`src/design/lscs_pkg.sv`:
```
// Shared types and constants of the line sensor calibration sequencer.
// Used by lscs_step and line_sensor_calibration_sequencer_core; no dependencies.
`default_nettype none

package lscs_pkg;

   // field widths
   localparam int unsigned LEVEL_W = 10;
   localparam int unsigned SPEED_W = 8;
   localparam int unsigned TIME_W  = 13;
   localparam int unsigned EVENT_W = 2;
   localparam int unsigned CSR_INDEX_W = 3;
   localparam int unsigned CSR_DATA_W  = 13;
   localparam int unsigned REQ_DATA_W  = 56;
   localparam int unsigned RSP_DATA_W  = 24;

   // register reset values
   localparam logic [SPEED_W-1:0] TURN_SPEED_RST      = 8'd30;
   localparam logic [SPEED_W-1:0] CENTER_SPEED_RST    = 8'd25;
   localparam logic [TIME_W-1:0]  TIMEOUT_MS_RST      = 13'd5000;
   localparam logic [LEVEL_W-1:0] OVER_LINE_LEVEL_RST = 10'd600;
   localparam logic [LEVEL_W-1:0] NO_LINE_LEVEL_RST   = 10'd400;

   // register indexes on the configuration port
   typedef enum logic [CSR_INDEX_W-1:0] {
      CSR_TURN_SPEED      = 3'd0,
      CSR_CENTER_SPEED    = 3'd1,
      CSR_TIMEOUT_MS      = 3'd2,
      CSR_OVER_LINE_LEVEL = 3'd3,
      CSR_NO_LINE_LEVEL   = 3'd4
   } csr_index_type;

   // sequencer phases
   typedef enum logic [2:0] {
      PH_WAIT   = 3'd0,
      PH_RIGHT  = 3'd1,
      PH_LEFT   = 3'd2,
      PH_CENTER = 3'd3,
      PH_DONE   = 3'd4,
      PH_FAIL   = 3'd5
   } phase_type;

   // event codes
   typedef enum logic [EVENT_W-1:0] {
      EV_NONE    = 2'd0,
      EV_SUCCESS = 2'd1,
      EV_FAILED  = 2'd2
   } event_type;

   typedef struct packed {
      logic [SPEED_W-1:0] turn_speed;
      logic [SPEED_W-1:0] center_speed;
      logic [TIME_W-1:0]  timeout_ms;
      logic [LEVEL_W-1:0] over_line_level;
      logic [LEVEL_W-1:0] no_line_level;
   } cfg_type;

   typedef struct packed {
      logic               restart;
      logic               ms_tick;
      logic [LEVEL_W-1:0] left_level;
      logic [LEVEL_W-1:0] mid_left_level;
      logic [LEVEL_W-1:0] mid_level;
      logic [LEVEL_W-1:0] mid_right_level;
      logic [LEVEL_W-1:0] right_level;
      logic               left_cal_ok;
      logic               right_cal_ok;
      logic               all_cal_ok;
   } req_item_type;

   typedef struct packed {
      logic               drive_valid;
      logic [SPEED_W-1:0] left_speed;
      logic               left_reverse;
      logic [SPEED_W-1:0] right_speed;
      logic               right_reverse;
      logic               cal_begin;
      logic               cal_end;
      event_type          event_code;
   } rsp_item_type;

   typedef struct packed {
      phase_type         phase;
      logic [TIME_W-1:0] time_left;
   } seq_state_type;

endpackage

`default_nettype wire

```
`src/design/lscs_step.sv`:
```
// Next-state and result logic for one step of the calibration sequencer.
// Purely combinational; depends on lscs_pkg.
`default_nettype none

module lscs_step (
   input  lscs_pkg::cfg_type       cfg,
   input  lscs_pkg::req_item_type  item,
   input  lscs_pkg::seq_state_type cur,
   output lscs_pkg::seq_state_type nxt,
   output lscs_pkg::rsp_item_type  rsp
);

   lscs_pkg::phase_type             ph;
   logic [lscs_pkg::TIME_W-1:0]     tl;
   logic                            expired;
   logic                            left_over;
   logic                            right_over;
   logic                            centered;

   // apply restart, then count down one millisecond
   always_comb begin
      ph = item.restart ? lscs_pkg::PH_WAIT : cur.phase;
      tl = item.restart ? '0 : cur.time_left;
      if (item.ms_tick && (tl != '0)) begin
         tl = tl - 1'b1;
      end
   end

   // line detection
   assign expired    = (tl == '0);
   assign left_over  = item.left_level > cfg.over_line_level;
   assign right_over = item.right_level > cfg.over_line_level;
   assign centered   = (item.left_level < cfg.no_line_level) &&
                       (item.mid_left_level < cfg.no_line_level) &&
                       (item.mid_level > cfg.over_line_level) &&
                       (item.mid_right_level < cfg.no_line_level) &&
                       (item.right_level < cfg.no_line_level);

   // next phase and countdown
   always_comb begin
      nxt.phase     = ph;
      nxt.time_left = tl;
      case (ph)
         lscs_pkg::PH_RIGHT: begin
            if (expired) nxt.phase = lscs_pkg::PH_FAIL;
            if (item.left_cal_ok && left_over) begin
               nxt.phase     = lscs_pkg::PH_LEFT;
               nxt.time_left = cfg.timeout_ms;
            end
         end
         lscs_pkg::PH_LEFT: begin
            if (expired) nxt.phase = lscs_pkg::PH_FAIL;
            if (item.right_cal_ok && right_over) begin
               if (!item.all_cal_ok) begin
                  nxt.phase = lscs_pkg::PH_RIGHT;
               end else begin
                  nxt.phase     = lscs_pkg::PH_CENTER;
                  nxt.time_left = cfg.timeout_ms;
               end
            end
         end
         lscs_pkg::PH_CENTER: begin
            if (expired) nxt.phase = lscs_pkg::PH_FAIL;
            if (centered) begin
               nxt.phase     = lscs_pkg::PH_DONE;
               nxt.time_left = '0;
            end
         end
         lscs_pkg::PH_DONE: begin
            nxt.phase = lscs_pkg::PH_WAIT;
         end
         lscs_pkg::PH_FAIL: begin
            nxt.phase = lscs_pkg::PH_FAIL;
         end
         default: begin
            nxt.phase = lscs_pkg::PH_WAIT;
            if (expired) begin
               nxt.phase     = lscs_pkg::PH_RIGHT;
               nxt.time_left = cfg.timeout_ms;
            end
         end
      endcase
   end

   // result fields
   always_comb begin
      rsp = '0;
      case (ph)
         lscs_pkg::PH_RIGHT: begin
            rsp.drive_valid   = 1'b1;
            rsp.left_speed    = cfg.turn_speed;
            rsp.right_speed   = cfg.turn_speed;
            rsp.right_reverse = 1'b1;
         end
         lscs_pkg::PH_LEFT: begin
            rsp.drive_valid  = 1'b1;
            rsp.left_speed   = cfg.turn_speed;
            rsp.left_reverse = 1'b1;
            rsp.right_speed  = cfg.turn_speed;
         end
         lscs_pkg::PH_CENTER: begin
            rsp.drive_valid   = 1'b1;
            rsp.right_reverse = 1'b1;
            // stop the motors once centered
            if (!centered) begin
               rsp.left_speed  = cfg.center_speed;
               rsp.right_speed = cfg.center_speed;
            end
         end
         lscs_pkg::PH_DONE: begin
            rsp.cal_end    = 1'b1;
            rsp.event_code = lscs_pkg::EV_SUCCESS;
         end
         lscs_pkg::PH_FAIL: begin
            rsp.drive_valid   = 1'b1;
            rsp.right_reverse = 1'b1;
            rsp.cal_end       = 1'b1;
            rsp.event_code    = lscs_pkg::EV_FAILED;
         end
         default: begin
            rsp.cal_begin = expired;
         end
      endcase
   end

endmodule

`default_nettype wire

```
`src/design/line_sensor_calibration_sequencer_core.sv`:
```
// Top level of the line sensor calibration sequencer: channels, registers, state.
// Depends on lscs_pkg and lscs_step.
//
//   channel  direction  handshake            payload
//   req      in         req_tvalid/tready    req_tdata  (56 bit step transaction)
//   rsp      out        rsp_tvalid/tready    rsp_tdata  (24 bit result transaction)
//   csr      in         csr_we               csr_index, csr_wdata
//
// One transaction per cycle unless the result stalls. A request lands in
// an input register, then the step logic updates phase and countdown and
// loads the result register. A stalled result holds both stages; the input
// register still takes one more transaction. Synchronous reset returns to
// the wait phase with an expired countdown and default registers.
`default_nettype none

module line_sensor_calibration_sequencer_core (
   input  wire logic                              clock,
   input  wire logic                              reset,
   input  wire logic                              req_tvalid,
   output logic                                   req_tready,
   // restart[0], ms_tick[1], left_level[11:2], mid_left_level[21:12],
   // mid_level[31:22], mid_right_level[41:32], right_level[51:42],
   // left_cal_ok[52], right_cal_ok[53], all_cal_ok[54], zero[55]
   input  wire logic [lscs_pkg::REQ_DATA_W-1:0]   req_tdata,
   output logic                                   rsp_tvalid,
   input  wire logic                              rsp_tready,
   // drive_valid[0], left_speed[8:1], left_reverse[9], right_speed[17:10],
   // right_reverse[18], cal_begin[19], cal_end[20], event_code[22:21], zero[23]
   output logic [lscs_pkg::RSP_DATA_W-1:0]        rsp_tdata,
   input  wire logic                              csr_we,
   input  wire logic [lscs_pkg::CSR_INDEX_W-1:0]  csr_index,
   input  wire logic [lscs_pkg::CSR_DATA_W-1:0]   csr_wdata
);

   lscs_pkg::cfg_type       cfg_ff;
   lscs_pkg::seq_state_type state_ff;
   lscs_pkg::seq_state_type state_in;
   lscs_pkg::req_item_type  item_ff;
   lscs_pkg::req_item_type  item_in;
   lscs_pkg::rsp_item_type  rsp_ff;
   lscs_pkg::rsp_item_type  rsp_in;
   logic                    item_valid_ff;
   logic                    rsp_valid_ff;
   logic                    advance;
   logic                    req_take;

   // configuration writes
   always_ff @(posedge clock) begin
      if (reset) begin
         cfg_ff.turn_speed      <= lscs_pkg::TURN_SPEED_RST;
         cfg_ff.center_speed    <= lscs_pkg::CENTER_SPEED_RST;
         cfg_ff.timeout_ms      <= lscs_pkg::TIMEOUT_MS_RST;
         cfg_ff.over_line_level <= lscs_pkg::OVER_LINE_LEVEL_RST;
         cfg_ff.no_line_level   <= lscs_pkg::NO_LINE_LEVEL_RST;
      end else if (csr_we) begin
         case (csr_index)
            lscs_pkg::CSR_TURN_SPEED:
               cfg_ff.turn_speed <= csr_wdata[lscs_pkg::SPEED_W-1:0];
            lscs_pkg::CSR_CENTER_SPEED:
               cfg_ff.center_speed <= csr_wdata[lscs_pkg::SPEED_W-1:0];
            lscs_pkg::CSR_TIMEOUT_MS:
               cfg_ff.timeout_ms <= csr_wdata[lscs_pkg::TIME_W-1:0];
            lscs_pkg::CSR_OVER_LINE_LEVEL:
               cfg_ff.over_line_level <= csr_wdata[lscs_pkg::LEVEL_W-1:0];
            lscs_pkg::CSR_NO_LINE_LEVEL:
               cfg_ff.no_line_level <= csr_wdata[lscs_pkg::LEVEL_W-1:0];
            default: ;
         endcase
      end
   end

   // handshake: move the input stage on when the result stage is free
   assign advance    = item_valid_ff && (!rsp_valid_ff || rsp_tready);
   assign req_tready = !item_valid_ff || advance;
   assign req_take   = req_tvalid && req_tready;
   assign rsp_tvalid = rsp_valid_ff;

   // unpack the request
   assign item_in.restart         = req_tdata[0];
   assign item_in.ms_tick         = req_tdata[1];
   assign item_in.left_level      = req_tdata[11:2];
   assign item_in.mid_left_level  = req_tdata[21:12];
   assign item_in.mid_level       = req_tdata[31:22];
   assign item_in.mid_right_level = req_tdata[41:32];
   assign item_in.right_level     = req_tdata[51:42];
   assign item_in.left_cal_ok     = req_tdata[52];
   assign item_in.right_cal_ok    = req_tdata[53];
   assign item_in.all_cal_ok      = req_tdata[54];

   lscs_step u_step (
      .cfg  (cfg_ff),
      .item (item_ff),
      .cur  (state_ff),
      .nxt  (state_in),
      .rsp  (rsp_in)
   );

   // input stage
   always_ff @(posedge clock) begin
      if (reset) begin
         item_valid_ff <= 1'b0;
      end else if (req_tready) begin
         item_valid_ff <= req_tvalid;
      end
   end

   always_ff @(posedge clock) begin
      if (req_take) begin
         item_ff <= item_in;
      end
   end

   // sequencer state advances with each processed transaction
   always_ff @(posedge clock) begin
      if (reset) begin
         state_ff.phase     <= lscs_pkg::PH_WAIT;
         state_ff.time_left <= '0;
      end else if (advance) begin
         state_ff <= state_in;
      end
   end

   // result stage
   always_ff @(posedge clock) begin
      if (reset) begin
         rsp_valid_ff <= 1'b0;
      end else if (advance) begin
         rsp_valid_ff <= 1'b1;
      end else if (rsp_tready) begin
         rsp_valid_ff <= 1'b0;
      end
   end

   always_ff @(posedge clock) begin
      if (advance) begin
         rsp_ff <= rsp_in;
      end
   end

   // pack the result
   assign rsp_tdata = {1'b0, rsp_ff.event_code, rsp_ff.cal_end, rsp_ff.cal_begin,
                       rsp_ff.right_reverse, rsp_ff.right_speed, rsp_ff.left_reverse,
                       rsp_ff.left_speed, rsp_ff.drive_valid};

endmodule

`default_nettype wire
```
`config.mk`:
```
export PLATFORM = sky130hd
export DESIGN_NAME = line_sensor_calibration_sequencer_core
export DESIGN_NICKNAME = d
export VERILOG_FILES = /design/src/design/lscs_pkg.sv /design/src/design/lscs_step.sv /design/src/design/line_sensor_calibration_sequencer_core.sv
export SDC_FILE = /design/constraint.sdc
export NUM_CORES = 1
export LEC_CHECK = 0
export ABC_AREA = 1
export BUFFER_PORTS_ARGS = -buffer_cell sky130_fd_sc_hd__buf_4
export CAP_MARGIN = 20
export CORE_MARGIN = 2
export CORE_UTILIZATION = 40
export CTS_BUF_LIST = sky130_fd_sc_hd__clkbuf_8 sky130_fd_sc_hd__clkbuf_16
export DETAILED_ROUTE_END_ITERATION = 7
export HOLD_SLACK_MARGIN = 0.02
export PLACE_DENSITY = 0.56
export SLEW_MARGIN = 20
export SYNTH_ARGS = -nofsm -noshare
export SYNTH_HDL_FRONTEND = slang
export SYNTH_SLANG_ARGS = --single-unit
```
`constraint.sdc`:
```
create_clock -name clock -period 3.27 [get_ports clock]
set_input_delay 0.327 -clock clock [delete_from_list [all_inputs] [get_ports clock]]
set_output_delay 0.327 -clock clock [all_outputs]
set_load 0.02 [all_outputs]
```
==> impl_metrics.yaml, run 1 <==
status:
  outcome: "complete, no violations"
grt:
  track_usage_pct: 19.2
  grt_max_degree: 39
  first_global_vias: 5746
  antenna_found_initial: 0
  grt_first_pass_wirelength_mm: 30.0
  overflow: 0
drt:
  drc: 0
  viasPerCell: 4.90
  wire_per_inst_um: 14.9
  drtAntennaViolNets: 0
  drt_iter0_markers: 324
  vias: 6111
  routed_wl_mm: 18.6
  firstDrtPassIters: 5
layout:
  final_nets: 1146
  layout_commonest_cell: "nand2_1"
  postLayoutCoreUtil_pct: 49.0
  mostFrequentLayoutCells: "nand2_1, buf_4, inv_1"
  drive_gt1_share_pct: 17.6
  n_antenna_cell: 0
  area_growth_pct: 20.7
  design_area_sq_um: 9100
  final_cells: 1248
cts:
  cts_sinks: 137
  cts_resized: 0
  cts_tree: "yes"
  htree_levels: 4
  clockRootBuffer: "clkbuf_16"
  clk_latency_ns: 0.42
  cts_buffers: 17
  clockBufferDepth: 2
  path_clk_slew_ns: 0.06
  post_cts.repair.setup_buffers: 0
  hold_buffers: 0
sta:
  fmax_mhz: 349
  timing.final.ws_setup_ns: 0.404
  worst_pin_slew_ns: 0.670
  finalSetupTns_ns: 0
  fin_skew_ns: 0.0106
  period_needed_ns: 2.87
  final_max_slew_viol_count: 0
  setup_viol: 0
  rsz0062_at_grt: "false"
  hold_slack_ns: 0.0838
  relSlewSlack_pct: 55.1
  hold_violations: 0
  period_share_pct: 87.7
setup_path:
  crit_required_ns: 3.58
  path_max_fanout: 15
  r2r-start: "item_ff[54]"
  ff2ff_path_depth: 17
  worstPathCellList: "inv_2, buf_4, nand2_1, nand2_1, nor2_4, nand3_4, nand2_4, inv_4, a21oi_2, nand2_1, nor2_2, nand3_4, buf_4, o211ai_1, nand3_1, nand2_1, inv_1"
  arrival_ns: 3.17
  endpoint_kind: "register"
  cp_slowest_cell: "edfxtp_1"
  cp-start-kind: "register"
  cpMostUsedCell: "nand2_1"
  critPathKind: "reg2reg"
  crit_path_start: "item_ff[54]"
  timing.rr.end: "state_ff[8]"
  max_stage_delay_ns: 0.43
  rrSetupSlack_ns: 0.40
logic_synthesis:
  synth_seq_cells: 137
  synthTopCellsByArea: "edfxtp_1, dfxtp_1, ha_1, nand2_1, inv_1"
  yosysUniqueCellTypes: 41
  synthCells: 897
  synth_top_area_share_pct: 27.9
  ys_seq_area_share_pct: 45.7
  synthesis.area_sq_um: 7540
  syn-num-nets: 1042
  synth_area_per_cell_sq_um: 8.41
  yosys_warnings: 0
  yosysTopAreaCell: "edfxtp_1"
place:
  dp_hpwl_mm: 14.0
  dp_cells: 1216
  place_area_sq_um: 8530
  io_buffer_count: 100
  place_congestion: 0.844
  dp_slack_ns: 0.367
floorplan:
  rows: 50
  die_h_um: 141
  fp.dieArea_sq_um: 20000
  core_sq_um: 18600
  ios: 103
  die_w_um: 141
  start_util_pct: 40.6
hold_path:
  min_to: "item_ff[38]"
  min_path_cells: 1
  hp-class: "in2reg"
  min-delay-start: "req_tdata[17]"
power_and_ir_drop:
  p_switching_mw: 1.53
  leakage_nw: 4.40
  power_mw: 4.99
  p_int_mw: 3.46
  seqPwrFrac_pct: 39.9
  clkPwrFrac_pct: 37.1
  sw_frac_of_total_pct: 30.7
  vdd_drop_max_mv: 0.372
  p_per_area_nw_per_um2: 549
  p_comb_share_pct: 23.0
run:
  maxCapViolCount: 0
cell usage after synthesis:
master and count:
nand2_1 222, inv_1 99, nor2_1 76, edfxtp_1 70, ha_1 68, dfxtp_1 67, a21oi_1 64, o21ai_0 56
nand3_1 49, o211ai_1 19, clkbuf_1 17, nand4_1 11, buf_4 9, a32o_1 8, o21a_1 7, nand2_2 6
buf_6 5, nor2_2 5, a21oi_2 4, nor3_1 4, o21ai_2 3, a21boi_0 2, clkinv_1 2, inv_2 2
nand2_4 2, nand3_4 2, nor2_4 2, nor4_1 2, o21ai_1 2, a211oi_1 1, a21o_1 1, a31oi_1 1
conb_1 1, inv_4 1, nand3_2 1, nor3_2 1, o211ai_2 1, o21bai_1 1, o41ai_1 1, or2_2 1
xor2_1 1
flip-flops by register name, indices dropped and copies added, names as in the netlist:
name,count
cfg_ff,49
rsp_tdata,15
rsp_tvalid,1
state_ff,16
item_valid_ff,1
item_ff,55
power groups by stage:
stage	Sequential [mW]	Combinational [mW]	Clock, mW
2_1_floorplan	2.02	0.828	0
3_3_place_gp	2.03	1.15	0
6_report	1.99	1.15	1.85
5_1_grt	2.00	1.31	1.98
4_1_cts	1.99	1.16	1.90
3_5_place_dp	2.03	1.16	0
layer usage:
| layer | vias up | wire, um | global-route usage, % |
|---|---|---|---|
| met5 | - | 0 | 0 |
| li1 | 3229 | - | - |
| met1 | 2750 | 8990 | 26.5 |
| met2 | 122 | 8730 | 31.4 |
| met3 | 10 | 692 | 3.64 |
| met4 | 0 | 148 | 4.58 |
area by class of cell:
cell class,instances,area [sq um]
clock buffer,18,450
inverter,104,393
clock inverter,14,123
sequential,137,3440
multi-input combinational,625,3520
fill,1796,9480
tap,234,293
timing repair buffer,116,883
worst max-delay path, delay by kind of cell, from the launching register on:
family	cells	cell delay, ns
AND/OR/NAND/NOR	10	1.23
buffers and inverters	5	0.65
AO/OA/AOI/OAI	2	0.42
flip-flops	1	0.43
logic make-up (layout without fill, tap and decap cells):
family	count (synthesis)	in the layout	share of synthesized area (%)
compound gates	171	171	13.4
xor+xnor	1	1	0.116
fa+ha+maj	68	68	11.3
simple gates	384	384	21.8
other cells	1	1	0.0497
flops	137	137	45.7
buf+inv	135	252	7.70
worst max path at each step:
stage                        endpoint  slack [ns]  cells past startpoint
after CTS                 state_ff[8]        0.34                     17
after detailed placement  state_ff[8]        0.37                     17
final                     state_ff[8]        0.40                     17
after global routing      state_ff[4]        0.11                     17
after floorplan           state_ff[0]        0.74                     19
after global placement    state_ff[1]        0.38                     17
Power figures use the tool's default switching activity.
==> inputs of run 2 (changes only) <==
--- a/config.mk
+++ b/config.mk
@@ -18,3 +18,4 @@
 export SYNTH_ARGS = -nofsm -noshare
 export SYNTH_HDL_FRONTEND = slang
 export SYNTH_SLANG_ARGS = --single-unit
+export TNS_END_PERCENT = 1
==> constraint.sdc (replaced) <==
create_clock -name clock -period 2.9 [get_ports clock]
set_input_delay 0.58 -clock clock [delete_from_list [all_inputs] [get_ports clock]]
set_output_delay 0.58 -clock clock [all_outputs]
set_load 0.02 [all_outputs]
==> impl_metrics.yaml, run 2 (synthesized netlist as in run 1, its figures left out) <==
status:
  outcome: "complete, no violations"
cts:
  clk_latency_ns: 0.42
  cts_buffers: 17
  path_clk_slew_ns: 0.06
  clockBufferDepth: 2
  cts_tree: "yes"
  hold_buffers: 0
  htree_levels: 4
  clockRootBuffer: "clkbuf_16"
  cts_sinks: 137
floorplan:
  rows: 50
  die_w_um: 141
  start_util_pct: 40.6
  fp.dieArea_sq_um: 20000
  ios: 103
  die_h_um: 141
  core_sq_um: 18600
sta:
  period_share_pct: 89.8
  period_needed_ns: 2.61
  finalSetupTns_ns: 0
  fmax_mhz: 384
  relSlewSlack_pct: 46.9
  setup_viol: 0
  fin_skew_ns: 0.00723
  worst_pin_slew_ns: 0.795
  hold_violations: 0
  final_max_slew_viol_count: 0
  rsz0062_at_grt: "false"
place:
  dp_cells: 1226
  io_buffer_count: 100
  place_congestion: 0.866
  dp_hpwl_mm: 13.8
grt:
  first_global_vias: 5943
  overflow: 0
  grt_first_pass_wirelength_mm: 30.2
  track_usage_pct: 19.3
  antenna_found_initial: 0
  grt_max_degree: 56
drt:
  wire_per_inst_um: 14.9
  drc: 0
  firstDrtPassIters: 5
  viasPerCell: 4.90
  routed_wl_mm: 18.8
  drtAntennaViolNets: 0
  vias: 6174
  drt_iter0_markers: 320
layout:
  largest_reg_flops: 55
  mostFrequentLayoutCells: "nand2_1, buf_4, inv_1"
  postLayoutCoreUtil_pct: 49.7
  layout_commonest_cell: "nand2_1"
  final_nets: 1158
  drive_gt1_share_pct: 18.6
  area_growth_pct: 22.4
  reg_top3: "item_ff: 55 flops, cfg_ff: 49 flops, state_ff: 16 flops"
  final_cells: 1260
  fill_cells: 1825
  top_register: "item_ff"
  n_antenna_cell: 0
setup_path:
  cpMostUsedCell: "nand2_1"
  crit_required_ns: 3.22
  worstPathCellList: "inv_1, ha_1, nand2_1, nor2_1, o211ai_1, nand3_1, nand2_1, nand2_1, o21ai_0, a21oi_1, nand2_1, nand2_1, nand2_1, nand2_1, nand3_1, nand2_1, inv_1"
  critPathKind: "reg2reg"
  endpoint_kind: "register"
  cp-start-kind: "register"
  max_stage_delay_ns: 0.33
  arrival_ns: 2.93
  cp_slowest_cell: "ha_1"
  path_max_fanout: 12
power_and_ir_drop:
  leakage_nw: 4.46
  power_mw: 5.72
  vdd_drop_max_mv: 0.404
  p_per_area_nw_per_um2: 620
hold_path:
  hp-class: "in2reg"
run:
  maxCapViolCount: 0
## run 2: worst paths after layout
kind         cells past startpoint  slack, ns         start           to
max                             17       0.29    cfg_ff[15]  state_ff[0]
min                              1       0.33  req_tdata[2]  item_ff[43]
max reg2reg                     17       0.29    cfg_ff[15]  state_ff[0]
min reg2reg                      2       0.46    cfg_ff[37]   cfg_ff[37]
## run 2: what timing repair did
| action | in CTS | in global routing |
|---|---|---|
| setup endpoints to repair | 0 | 7 |
| buffers inserted | 0 | 1 |
| resized for setup | 0 | 1 |
## run 2: layer usage
metal,GRT usage [%],share of wire [%]
met5,0,0
met3,3.68,3.7
met4,5.58,1.7
met2,31.9,47
met1,26.0,48
## run 2: power breakdown
part           internal (mW)  total (mW)  switching, mW
combinational          0.562        1.40          0.838
clock                   1.23        2.07          0.843
sequential              2.17        2.24         0.0758
total                   3.96        5.72           1.76
## run 2: layout make-up
cell class / instances / area, sq um / area share (%)
multi-input cells: 626 / 3530 / 38.3
flip-flops and latches: 137 / 3440 / 37.3
well taps: 234 / 293 / 3.17
clock buffers: 18 / 450 / 4.88
inverters: 104 / 393 / 4.26
repair buffers: 127 / 991 / 10.7
clock inverters: 14 / 121 / 1.32
## run 2: metrics by stage
stage | setup WS (ns) | hold WS (ns) | cell area [sq um]
final | 0.295 | 0.331 | 9230
after global routing | 0.00208 | 0.315 | 9230
after CTS | 0.181 | 0.315 | 9200
after detailed placement | 0.224 | 0.444 | 8630
after global placement | 0.230 | 0.440 | 8630
after floorplan | 0.370 | 0.429 | 7540
## run 2: critical path: cells and delay by family (launching register included)
kind,cells,cell delay [ns]
AOI/OAI and AO/OA,3,0.38
adders and majority gates,1,0.33
buffers and inverters,2,0.13
DFF,1,0.30
and+or+nand+nor,11,1.34
